<file path="config.mk">
export PLATFORM = sky130hd
export DESIGN_NAME = sprite_rle_row_decoder
export DESIGN_NICKNAME = d
export VERILOG_FILES = /design/src/rtl/core/srd_pkg.sv /design/src/rtl/core/srd_parser.sv /design/src/rtl/core/sprite_rle_row_decoder.sv
export SDC_FILE = /design/constraint.sdc
export NUM_CORES = 1
export LEC_CHECK = 0
export BUFFER_PORTS_ARGS = -buffer_cell sky130_fd_sc_hd__buf_2
export CAP_MARGIN = 30
export CORE_ASPECT_RATIO = 1.5
export CORE_MARGIN = 10
export CORE_UTILIZATION = 50
export CTS_CLUSTER_DIAMETER = 80
export CTS_CLUSTER_SIZE = 14
export DETAILED_ROUTE_END_ITERATION = 10
export GPL_ROUTABILITY_DRIVEN = 1
export GPL_TIMING_DRIVEN = 0
export PLACE_DENSITY = 0.75
export SYNTH_ARGS = -nofsm -noshare
export SYNTH_HDL_FRONTEND = slang
export SYNTH_HIERARCHICAL = 1
export SYNTH_SLANG_ARGS = --single-unit
export TNS_END_PERCENT = 100
</file>
<file path="constraint.sdc">
create_clock -name clk -period 6.78 [get_ports clk]
set_input_delay 2.034 -clock clk [delete_from_list [all_inputs] [get_ports clk]]
set_output_delay 2.034 -clock clk [all_outputs]
set_load 0.02 [all_outputs]
</file>
<file path="src/rtl/core/srd_pkg.sv">
package srd_pkg;

    // Largest row width and frame height the decoder handles.
    localparam int unsigned MaxWidth  = 1024;
    localparam int unsigned MaxHeight = 1024;

    localparam int unsigned DimW = 11;
    localparam int unsigned PosW = 10;

    // Configuration register indexes.
    localparam logic [1:0] REG_COMPRESSED_MODE   = 2'd0;
    localparam logic [1:0] REG_TRANSPARENT_INDEX = 2'd1;
    localparam logic [1:0] REG_FRAME_WIDTH       = 2'd2;
    localparam logic [1:0] REG_FRAME_HEIGHT      = 2'd3;

    // Command mask bits.
    localparam logic [7:0] MASK_TRANSPARENT = 8'h01;
    localparam logic [7:0] MASK_REPEAT      = 8'h02;

    typedef struct packed {
        logic            compressed_mode;
        logic [7:0]      transparent_index;
        logic [DimW-1:0] frame_width;
        logic [DimW-1:0] frame_height;
    } cfg_t;

    typedef struct packed {
        logic [7:0]      pixel_value;
        logic [DimW-1:0] run_length;
        logic [PosW-1:0] start_x;
        logic [PosW-1:0] row_index;
        logic            row_done;
        logic            frame_done;
        logic            has_transparency;
        logic            overflow;
    } run_t;

endpackage

</file>
<file path="src/rtl/core/srd_parser.sv">
module srd_parser (
    input  logic                 clk,
    input  logic                 rst_n,
    input  srd_pkg::cfg_t        cfg,
    input  logic                 restart,
    input  logic                 step,
    input  logic [7:0]           byte_in,
    output logic                 emit,
    output srd_pkg::run_t        run
);

    typedef enum logic [4:0] {
        PH_HDR_LO  = 5'b00001,
        PH_HDR_HI  = 5'b00010,
        PH_MASK    = 5'b00100,
        PH_REPEAT  = 5'b01000,
        PH_LITERAL = 5'b10000
    } phase_t;

    phase_t                    phase_reg, phase_next;
    logic [15:0]               bytes_left_reg, bytes_left_next;
    logic [7:0]                header_reg, header_next;
    logic [srd_pkg::DimW-1:0]  column_reg, column_next;
    logic [srd_pkg::PosW-1:0]  row_reg, row_next;
    logic [6:0]                pending_reg, pending_next;
    logic                      saw_reg, saw_next;

    logic [srd_pkg::DimW-1:0]  width;
    logic [srd_pkg::DimW-1:0]  height;
    logic [15:0]               bytes_dec;
    logic [15:0]               count;
    logic [6:0]                pend_dec;
    logic                      call;
    logic                      ends;
    logic [7:0]                value;
    logic [7:0]                remapped;
    logic [srd_pkg::DimW-1:0]  len;
    logic [srd_pkg::DimW-1:0]  left;
    logic [srd_pkg::DimW-1:0]  run_len;
    logic                      col_past;
    logic                      clip;
    logic                      saw_set;
    logic                      last_row;

    function automatic logic [srd_pkg::DimW-1:0] clamp_dim(
        input logic [srd_pkg::DimW-1:0] v,
        input logic [srd_pkg::DimW-1:0] max_v
    );
        logic [srd_pkg::DimW-1:0] r;
        r = v;
        if (r == '0)
        begin
            r = srd_pkg::DimW'(1);
        end
        if (r > max_v)
        begin
            r = max_v;
        end
        return r;
    endfunction

    assign width    = clamp_dim(cfg.frame_width, srd_pkg::DimW'(srd_pkg::MaxWidth));
    assign height   = clamp_dim(cfg.frame_height, srd_pkg::DimW'(srd_pkg::MaxHeight));
    assign bytes_dec = (bytes_left_reg != '0) ? bytes_left_reg - 16'd1 : bytes_left_reg;
    assign pend_dec  = (pending_reg != '0) ? pending_reg - 7'd1 : pending_reg;
    assign count     = {byte_in, header_reg};
    assign remapped  = (byte_in == cfg.transparent_index) ? 8'd0 : byte_in;
    assign last_row  = ({1'b0, row_reg} + srd_pkg::DimW'(1)) >= height;

    always_comb
    begin
        phase_next      = phase_reg;
        bytes_left_next = bytes_left_reg;
        header_next     = header_reg;
        pending_next    = pending_reg;
        saw_set         = saw_reg;
        call            = 1'b0;
        ends            = 1'b0;
        value           = '0;
        len             = '0;

        if (!cfg.compressed_mode)
        begin
            call  = 1'b1;
            value = byte_in;
            len   = srd_pkg::DimW'(1);
            ends  = ({1'b0, column_reg} + (srd_pkg::DimW + 1)'(1)) >= {1'b0, width};
        end
        else
        begin
            unique case (phase_reg)
                PH_HDR_LO:
                begin
                    header_next = byte_in;
                    phase_next  = PH_HDR_HI;
                end
                PH_HDR_HI:
                begin
                    if (count == '0)
                    begin
                        // An empty row is one transparent run across its width.
                        saw_set = 1'b1;
                        call    = 1'b1;
                        value   = cfg.transparent_index;
                        len     = width;
                        ends    = 1'b1;
                    end
                    else
                    begin
                        bytes_left_next = count;
                        phase_next      = PH_MASK;
                    end
                end
                PH_MASK:
                begin
                    bytes_left_next = bytes_dec;
                    if ((byte_in & srd_pkg::MASK_TRANSPARENT) != '0)
                    begin
                        saw_set = 1'b1;
                        call    = 1'b1;
                        value   = cfg.transparent_index;
                        len     = {4'd0, byte_in[7:1]};
                        ends    = (bytes_dec == '0);
                    end
                    else
                    begin
                        pending_next = {1'b0, byte_in[7:2]} + 7'd1;
                        phase_next   = ((byte_in & srd_pkg::MASK_REPEAT) != '0) ?
                                       PH_REPEAT : PH_LITERAL;
                    end
                end
                PH_REPEAT:
                begin
                    bytes_left_next = bytes_dec;
                    phase_next      = PH_MASK;
                    call            = 1'b1;
                    value           = remapped;
                    len             = {4'd0, pending_reg};
                    ends            = (bytes_dec == '0);
                end
                PH_LITERAL:
                begin
                    bytes_left_next = bytes_dec;
                    pending_next    = pend_dec;
                    call            = 1'b1;
                    value           = remapped;
                    len             = srd_pkg::DimW'(1);
                    ends            = (pend_dec == '0) && (bytes_dec == '0);
                    if (pend_dec == '0)
                    begin
                        phase_next = PH_MASK;
                    end
                end
                default:
                begin
                    phase_next = PH_HDR_LO;
                end
            endcase
        end
    end

    // Clip the run to the pixels left in the row.
    assign col_past = (column_reg >= width);
    assign left     = width - column_reg;
    assign clip     = (len > left);
    assign run_len  = col_past ? '0 : (clip ? left : len);
    assign emit     = call && (run_len != '0);

    always_comb
    begin
        run.pixel_value      = value;
        run.run_length       = run_len;
        run.start_x          = column_reg[srd_pkg::PosW-1:0];
        run.row_index        = row_reg;
        run.row_done         = ends;
        run.frame_done       = ends && last_row;
        run.has_transparency = saw_set;
        run.overflow         = col_past ? (len != '0) : clip;
    end

    always_comb
    begin
        column_next = column_reg;
        row_next    = row_reg;
        saw_next    = saw_set;
        if (call)
        begin
            column_next = column_reg + run_len;
        end
        if (call && ends)
        begin
            column_next = '0;
            if (last_row)
            begin
                row_next = '0;
                saw_next = 1'b0;
            end
            else
            begin
                row_next = row_reg + srd_pkg::PosW'(1);
            end
        end
    end

    always_ff @(posedge clk or negedge rst_n)
    begin
        if (!rst_n)
        begin
            phase_reg      <= PH_HDR_LO;
            bytes_left_reg <= '0;
            header_reg     <= '0;
            column_reg     <= '0;
            row_reg        <= '0;
            pending_reg    <= '0;
            saw_reg        <= 1'b0;
        end
        else if (restart)
        begin
            phase_reg      <= PH_HDR_LO;
            bytes_left_reg <= '0;
            header_reg     <= '0;
            column_reg     <= '0;
            row_reg        <= '0;
            pending_reg    <= '0;
            saw_reg        <= 1'b0;
        end
        else if (step)
        begin
            column_reg  <= column_next;
            row_reg     <= row_next;
            saw_reg     <= saw_next;
            header_reg  <= header_next;
            if (call && ends)
            begin
                phase_reg      <= PH_HDR_LO;
                bytes_left_reg <= '0;
                pending_reg    <= '0;
            end
            else
            begin
                phase_reg      <= phase_next;
                bytes_left_reg <= bytes_left_next;
                pending_reg    <= pending_next;
            end
        end
    end

endmodule

</file>
<file path="src/rtl/core/sprite_rle_row_decoder.sv">
// Channel   | Handshake              | Payload
// ----------+------------------------+-------------------------------------------
// stream in | in_valid / in_ready    | stream_byte
// runs out  | out_valid / out_ready  | pixel_value, run_length, start_x,
//           |                        | row_index, row_done, frame_done,
//           |                        | has_transparency, overflow
// config    | cfg_write (no wait)    | cfg_index, cfg_data
//
// One byte is taken every cycle while in_ready is high; the byte register holds
// it and its run is registered in the result register. The rate is set by the
// parse step between the byte register and the result register. Reset (rst_n
// low, asynchronous) restores the register defaults and the start-of-frame parse
// state. When the result register is full and not drained, the byte register
// holds its beat and in_ready falls only once both stages are occupied.
module sprite_rle_row_decoder (
    input  logic                            clk,
    input  logic                            rst_n,
    input  logic                            in_valid,
    output logic                            in_ready,
    input  logic [7:0]                      stream_byte,
    output logic                            out_valid,
    input  logic                            out_ready,
    output logic [7:0]                      pixel_value,
    output logic [srd_pkg::DimW-1:0]        run_length,
    output logic [srd_pkg::PosW-1:0]        start_x,
    output logic [srd_pkg::PosW-1:0]        row_index,
    output logic                            row_done,
    output logic                            frame_done,
    output logic                            has_transparency,
    output logic                            overflow,
    input  logic                            cfg_write,
    input  logic [1:0]                      cfg_index,
    input  logic [srd_pkg::DimW-1:0]        cfg_data
);

    srd_pkg::cfg_t cfg_reg;
    logic [7:0]    byte_reg;
    logic          byte_valid_reg;
    logic          out_valid_reg;
    srd_pkg::run_t run_reg;
    srd_pkg::run_t run_comb;
    logic          emit;
    logic          advance;
    logic          step;

    // The result stage can take a new run when it is empty or being drained.
    assign advance  = !out_valid_reg || out_ready;
    assign step     = byte_valid_reg && advance;
    assign in_ready = !byte_valid_reg || advance;

    // Configuration registers. Each write also restarts the frame in the parser.
    always_ff @(posedge clk or negedge rst_n)
    begin
        if (!rst_n)
        begin
            cfg_reg.compressed_mode   <= 1'b1;
            cfg_reg.transparent_index <= 8'd0;
            cfg_reg.frame_width       <= srd_pkg::DimW'(64);
            cfg_reg.frame_height      <= srd_pkg::DimW'(64);
        end
        else if (cfg_write)
        begin
            unique case (cfg_index)
                srd_pkg::REG_COMPRESSED_MODE:   cfg_reg.compressed_mode   <= cfg_data[0];
                srd_pkg::REG_TRANSPARENT_INDEX: cfg_reg.transparent_index <= cfg_data[7:0];
                srd_pkg::REG_FRAME_WIDTH:       cfg_reg.frame_width       <= cfg_data;
                srd_pkg::REG_FRAME_HEIGHT:      cfg_reg.frame_height      <= cfg_data;
            endcase
        end
    end

    // Input byte register.
    always_ff @(posedge clk or negedge rst_n)
    begin
        if (!rst_n)
        begin
            byte_valid_reg <= 1'b0;
        end
        else if (in_valid && in_ready)
        begin
            byte_valid_reg <= 1'b1;
        end
        else if (advance)
        begin
            byte_valid_reg <= 1'b0;
        end
    end

    always_ff @(posedge clk)
    begin
        if (in_valid && in_ready)
        begin
            byte_reg <= stream_byte;
        end
    end

    srd_parser u_parser (
        .clk     (clk),
        .rst_n   (rst_n),
        .cfg     (cfg_reg),
        .restart (cfg_write),
        .step    (step),
        .byte_in (byte_reg),
        .emit    (emit),
        .run     (run_comb)
    );

    // Result register. Bytes that produce no run simply leave it empty.
    always_ff @(posedge clk or negedge rst_n)
    begin
        if (!rst_n)
        begin
            out_valid_reg <= 1'b0;
        end
        else if (advance)
        begin
            out_valid_reg <= step && emit;
        end
    end

    always_ff @(posedge clk)
    begin
        if (step && emit)
        begin
            run_reg <= run_comb;
        end
    end

    assign out_valid        = out_valid_reg;
    assign pixel_value      = run_reg.pixel_value;
    assign run_length       = run_reg.run_length;
    assign start_x          = run_reg.start_x;
    assign row_index        = run_reg.row_index;
    assign row_done         = run_reg.row_done;
    assign frame_done       = run_reg.frame_done;
    assign has_transparency = run_reg.has_transparency;
    assign overflow         = run_reg.overflow;

endmodule
</file>
=== Word level (Yosys, flattened, before mapping) ===
Cells that the tools add are included.

* $add $sub $neg: 8
* Multipliers: 0
* Divide/modulo/power cells: 0
* Order comparisons: 6
* Eq/ne operators: 12
* Shift operators: 0
* Muxes and demuxes: 68
* Bitwise operators: 0
* Reductions and logical operators: 42

{| class="wikitable"
|+ Operators by type and width
! kind !! number
|-
| 11-bit two-way mux || 12
|-
| 16-bit two-way mux || 6
|-
| 8-bit two-way mux || 8
|-
| 7-bit two-way mux || 7
|-
| 11-bit one-hot mux with 4 select lines || 1
|-
| 10-bit two-way mux || 4
|-
| 5-bit two-way mux || 8
|-
| 16-bit logical NOT || 2
|-
| 16-bit one-hot mux with 2 select lines || 1
|-
| 5-bit one-hot mux with 5 select lines || 1
|-
| 8-bit one-hot mux with 3 select lines || 1
|-
| 11-bit >= comparator || 2
|-
| 11-bit > comparator (second input constant) || 2
|-
| 11-bit logical NOT || 2
|-
| 11-bit nonzero test || 2
|-
| 16-bit nonzero test || 1
|-
| 16-bit by 1-bit subtractor with 16-bit output (second input constant) || 1
|-
| 1-bit two-way mux || 15
|-
| 7-bit one-hot mux with 2 select lines || 1
|-
| 11-bit by 1-bit adder with 12-bit output (second input constant) || 1
|-
| 12-bit by 11-bit >= comparator with 1-bit output || 1
|-
| 2-bit AND reduction || 6
|-
| 10-bit by 1-bit adder with 11-bit output (second input constant) || 1
|-
| 11-bit adder || 1
|-
| 33 further kinds || 49
|}

* Register bits after elaboration: 142
* Bits in latches: 0
* Bits in writable memories: 0
* Bits in read-only memories: 0
* Output and inout port bits: 45
* Word-level logic and storage cells: 158
* Memories kept: 0

=== Longest topological paths before layout ===
* Word-level depth: 15
* Depth in mapped cells: 32
* Gate-level depth less buffers: 31

=== By module ===
Netlist, hierarchy kept.

{| class="wikitable"
|+ By module, submodules not included
! module !! instances !! cells an instance !! area each (um2) !! sequential area each (um2)
|-
| srd_parser || 1 || 825 || 6570.1 || 1452.6
|-
| sprite_rle_row_decoder || 1 || 129 || 2806.4 || 2361.0
|}

=== Least setup slack after synthesis ===
No wires, ideal clock.

* Path kind: reg2reg
* Start point: register cfg_reg[17] (netlist name)
* End point: register run_reg (netlist bit frame_done), enable pin
* Setup time: 449 ps
* Data arrival time: 6231 ps
* Path slack: 100 ps
* Stages on the path, launching flop included: 25
* Buffers on the path: 1
* Clock period less this slack: 6680 ps
* Cell sequence: dfstp_2 nor4_1 a31oi_1 nor2_1 inv_1 ha_1 inv_1 fa_1 a21o_1 a21oi_1 o221ai_1 a21o_1 a21oi_1 xor2_1 ha_1 nand4_1 nor2_1 a21oi_1 a21oi_2 clkbuf_1 nor2_1 a311o_1 a21oi_1 nand2_1 nor2b_1

* Longest elaborated chain between the ends: 13
* Elaborated cells on any way between the ends: 15
* Those cells by class: add/sub (1); order compare (3); mux (7); reduce/logical (4)

{| class="wikitable"
|+ Ends and longest elaborated chain
! item !! line !! text
|-
| start, declared || sprite_rle_row_decoder.sv:36 || <nowiki>srd_pkg::cfg_t cfg_reg;</nowiki>
|-
| 11-bit logical NOT || srd_parser.sv:51 || <nowiki>if (r == '0)</nowiki>
|-
| 11-bit two-way mux (*) || srd_parser.sv:51 ||
|-
| 11-bit > comparator || srd_parser.sv:55 || <nowiki>if (r > max_v)</nowiki>
|-
| 11-bit two-way mux (*) || srd_parser.sv:55 ||
|-
| branches (longest 5 deep; another with 11-bit subtractor) || n/a ||
|-
| 11-bit two-way mux (*) || srd_parser.sv:166 || <nowiki>assign run_len = col_past ? '0 : (clip ? left : len);</nowiki>
|-
| 11-bit nonzero test (*) || srd_parser.sv:167 || <nowiki>assign emit = call && (run_len != '0);</nowiki>
|-
| 1-bit logical AND (*) || srd_parser.sv:167 ||
|-
| via emit || sprite_rle_row_decoder.sv:42 || <nowiki>logic emit;</nowiki>
|-
| 1-bit logical AND (*) || sprite_rle_row_decoder.sv:123 || <nowiki>if (step && emit)</nowiki>
|-
| end signal, assigned || sprite_rle_row_decoder.sv:125 || <nowiki>run_reg <= run_comb;</nowiki>
|-
| end, declared || sprite_rle_row_decoder.sv:40 || <nowiki>srd_pkg::run_t run_reg;</nowiki>
|}

Mark *: on every way through the listed nets, which the timed path passes.
A chain may end at the register's enable or synchronous reset.

==> reports/results.tsv <==
stage	metric	value	unit
outcome	status	completed	
min_path	hp-class	flip-flop to flip-flop	
sta	skew	0.0139	ns
cts	cts_sinks	142	
cells_and_area	multiInputGateArea	5100	um^2
floorplanning	die_h	188	um
cells_and_area	drive_gt1_frac	0.205	
placement	dpl_cell_area	10100	um^2
min_path	min_delay_worst_endpoint	row_index[9]$_DFFE_PP_	
detailed_routing	wl_per_cell	19.5	um
sta	max-slew-margin-rel	0.324	
global_route	antenna_found_initial	0	
logic_synthesis	synth_xor_area_frac	0.0467	
cts	cts_buffer_depth	2	
power	comb_power_share	0.321	
cts	ctsHtreeMaxLevel	4	
logic_synthesis	synthArstFlopShare	0.641	
worst_setup_path	r2r_slack	0.36	ns
placement	dp_hpwl	19000	um
detailed_routing	first_pass_iters	5	
cts	clock_latency	0.44	ns
sta	slew_violations	0	
floorplanning	dieArea	24700	um^2
detailed_routing	drtIter0Drc	728	
worst_setup_path	r2r_cells	30	
global_route	grt_use_total	0.207	
sta	setup_viol_count_final	0	
logic_synthesis	synth_cell_types	85	
cts	numCtsBuffers	17	
cells_and_area	diodes	0	
floorplanning	die_x	132	um
logic_synthesis	syn_avg_cell_area	9.83	um^2
worst_setup_path	crit_path_start_kind	flip-flop	
power	p_sw_frac	0.367	
logic_synthesis	synthCells	954	
logic_synthesis	synth_edf_count	51	
floorplanning	io_pins	71	
worst_setup_path	cp.arrival	6.73	ns
power	total_power	2.98	mW
cells_and_area	final_util	0.581	
worst_setup_path	slowest_stage	dfstp_2	
worst_setup_path	critPathCaptureType	flip-flop	
cells_and_area	seq_area	3810	um^2
power	pwr-share-seq	0.370	
logic_synthesis	yosysWarnings	6	
logic_synthesis	synth.cell_area	9380	um^2
power	powerDensity	278	nW/um^2
sta	whs	0.541	ns
min_path	hold_path.startpoint	u_parser/row_reg[9]$_DFFE_PN0P_	
worst_setup_path	crit_type	flip-flop to flip-flop	
run	max-cap-violations	0	
detailed_routing	via_count	7796	
cells_and_area	fillers	1640	
cells_and_area	synthToLayoutAreaGrowth	14.4	%
logic_synthesis	ys_seq_area_frac	0.407	
detailed_routing	drt-total-wl	25600	um
worst_setup_path	r2r-start	cfg_reg[17]$_DFFE_PN1P_	
placement	io_buffers	70	
global_route	grt-ovfl-total	0	
logic_synthesis	synth_ff_type	dfrtp_1	
cts	tritoncts	done	
power	leakagePower	4.72	nW
placement	place.gp.congestion	0.971	
cells_and_area	largest_register_ffs	31	
cells_and_area	final_area	10700	um^2
worst_setup_path	slowest_delay	0.54	ns
sta	fmax	156	MHz
worst_setup_path	r2r_end	u_parser/column_reg[10]$_DFFE_PN0P_	
power	switchingPower	1.10	mW
detailed_routing	drc	0	
logic_synthesis	synth.area.mux_share	0.0523	
worst_setup_path	cpMostUsedCell	a21oi_1	
logic_synthesis	yosys.area_share.simple	0.186	
sta	rsz0062_at_grt	false	
cells_and_area	fin_cells	1311	
logic_synthesis	synth_fa_ha_area_frac	0.0849	
logic_synthesis	synth_seq_cells	142	
logic_synthesis	synth.net_count	1043	
cts	clkTransAtPathRegs	0.07	ns
detailed_routing	ant_nets	0	
sta	fin_crit_sh	0.946	
floorplanning	core-area	18500	um^2
min_path	hold-path-cell-count	0	
cells_and_area	nets	1135	
detailed_routing	vias_per_cell	5.95	
global_route	grt_pass1_vias	7904	
sta	tightestPinTransition	1.01	ns
sta	period_needed	6.42	ns
logic_synthesis	synth_compound_area_frac	0.170	
power	pwr-share-clk	0.308	
worst_setup_path	critPathMaxFanout	6	
sta	hold_viol	0	
logic_synthesis	synth_top_family_by_area	simple AND/OR/NAND/NOR gates	
placement	dp_cells	1278	
cts	cts_root_buffer	clkbuf_16	
worst_setup_path	required	7.09	ns
power	p_int	1.89	mW
floorplanning	num_rows	61	
global_route	grt_start_max_net_pins	69	
floorplanning	start_util	0.508	
global_route	grt_pass1_wl	41300	um
power	vdd.ir_drop.worst	186	uV
power groups by stage:
stage,clock (mW),combinational (mW),sequential [mW]
6_report,0.919,0.958,1.10
5_1_grt,0.974,1.06,1.12
4_1_cts,0.938,0.940,1.10
3_5_place_dp,0,0.932,1.12
3_3_place_gp,0,0.907,1.12
2_1_floorplan,0,0.646,1.13
what timing repair did:
item,in CTS,in global routing
setup buffers,0,1
setup endpoints to repair,0,38
hold buffers,0,0
resized for setup,0,12
hold endpoints to repair,0,0
routing by layer:
layer | routed length, um | up-vias | global-route usage
met5 | 0 | - | 0
met4 | 1780 | 0 | 0.142
met3 | 1320 | 93 | 0.0452
met2 | 12900 | 287 | 0.363
met1 | 9590 | 3754 | 0.215
li1 | - | 3662 | -
how the worst max path moves through the flow:
| stage | from | end | slack [ns] | cells past startpoint |
|---|---|---|---|---|
| 6_report | cfg_reg[17]$_DFFE_PN1P_ | u_parser/column_reg[10]$_DFFE_PN0P_ | 0.36 | 30 |
| 5_1_grt | cfg_reg[17]$_DFFE_PN1P_ | u_parser/column_reg[10]$_DFFE_PN0P_ | 0.03 | 29 |
| 4_1_cts | cfg_reg[17]$_DFFE_PN1P_ | u_parser/column_reg[10]$_DFFE_PN0P_ | 0.06 | 29 |
| 3_5_place_dp | cfg_reg[17]$_DFFE_PN1P_ | u_parser/column_reg[10]$_DFFE_PN0P_ | 0.1 | 29 |
| 3_3_place_gp | cfg_reg[17]$_DFFE_PN1P_ | row_index[5]$_DFFE_PP_ | -2.02 | 25 |
| 2_1_floorplan | cfg_reg[17]$_DFFE_PN1P_ | frame_done$_DFFE_PP_ | 0.10 | 24 |
logic make-up (layout without fill, tap and decap cells):
family | Yosys count | after routing
AO/OA/AOI/OAI | 227 | 227
buffers and inverters | 108 | 213
XOR/XNOR | 50 | 50
AND/OR/NAND/NOR | 320 | 320
multiplexers | 44 | 44
flip-flops | 142 | 142
adder cells (fa/ha/maj) | 63 | 63
critical path, delay by kind of cell, from the launching register on:
kind                     cells  cell delay (ns)
flip-flops                   1             0.54
AO/OA/AOI/OAI               15             2.40
adder cells (fa/ha/maj)      4             1.15
AND/OR/NAND/NOR              4             0.94
multiplexers                 1             0.34
buffers and inverters        3             0.34
XOR/XNOR                     3             0.57
synthesized netlist by cell type, drive strengths merged, types with 14 or more instances:
cell,count,area share
a21o,15,0.012
a21oi,58,0.032
a22o,17,0.016
buf,26,0.021
clkbuf,24,0.0097
dfrtp,87,0.23
edfxtp,51,0.16
ha,62,0.083
inv,57,0.023
mux2,37,0.045
nand2,69,0.028
nand3,26,0.014
nor2,83,0.033
nor3,37,0.026
nor4,14,0.014
o21ai,47,0.027
xnor2,29,0.027
xor2,21,0.020
through the flow:
step                setup TNS [ns]  setup WS (ns)
global placement            -86.41          -2.02
floorplan                        0          0.100
finish                           0          0.364
CTS                              0         0.0645
detailed placement               0         0.0959
global route                     0         0.0341
placed cells by master (no fill, tap or decap), types with 21 or more instances in the layout:
cell | Yosys | routed
inv_1 | 57 | 57
edfxtp_1 | 51 | 51
a21oi_1 | 56 | 55
clkbuf_1 | 23 | 23
mux2_2 | 36 | 36
xor2_1 | 21 | 21
nand3_1 | 26 | 26
o21ai_0 | 44 | 44
dfrtp_1 | 87 | 87
nor2_1 | 82 | 80
nand2_1 | 69 | 69
xnor2_1 | 29 | 29
buf_2 | 6 | 75
ha_1 | 62 | 62
nor3_1 | 31 | 30
area by class of cell:
type                            count  share of cell area
Buffer                             50              0.0274
Clock buffer                       18              0.0400
Clock inverter                     14              0.0140
Inverter                           58              0.0203
Multi-Input combinational cell    704               0.475
Sequential cell                   142               0.356
Tap cell                          252              0.0294
Timing Repair Buffer               73              0.0380
(Power assumes the default switching activity.)
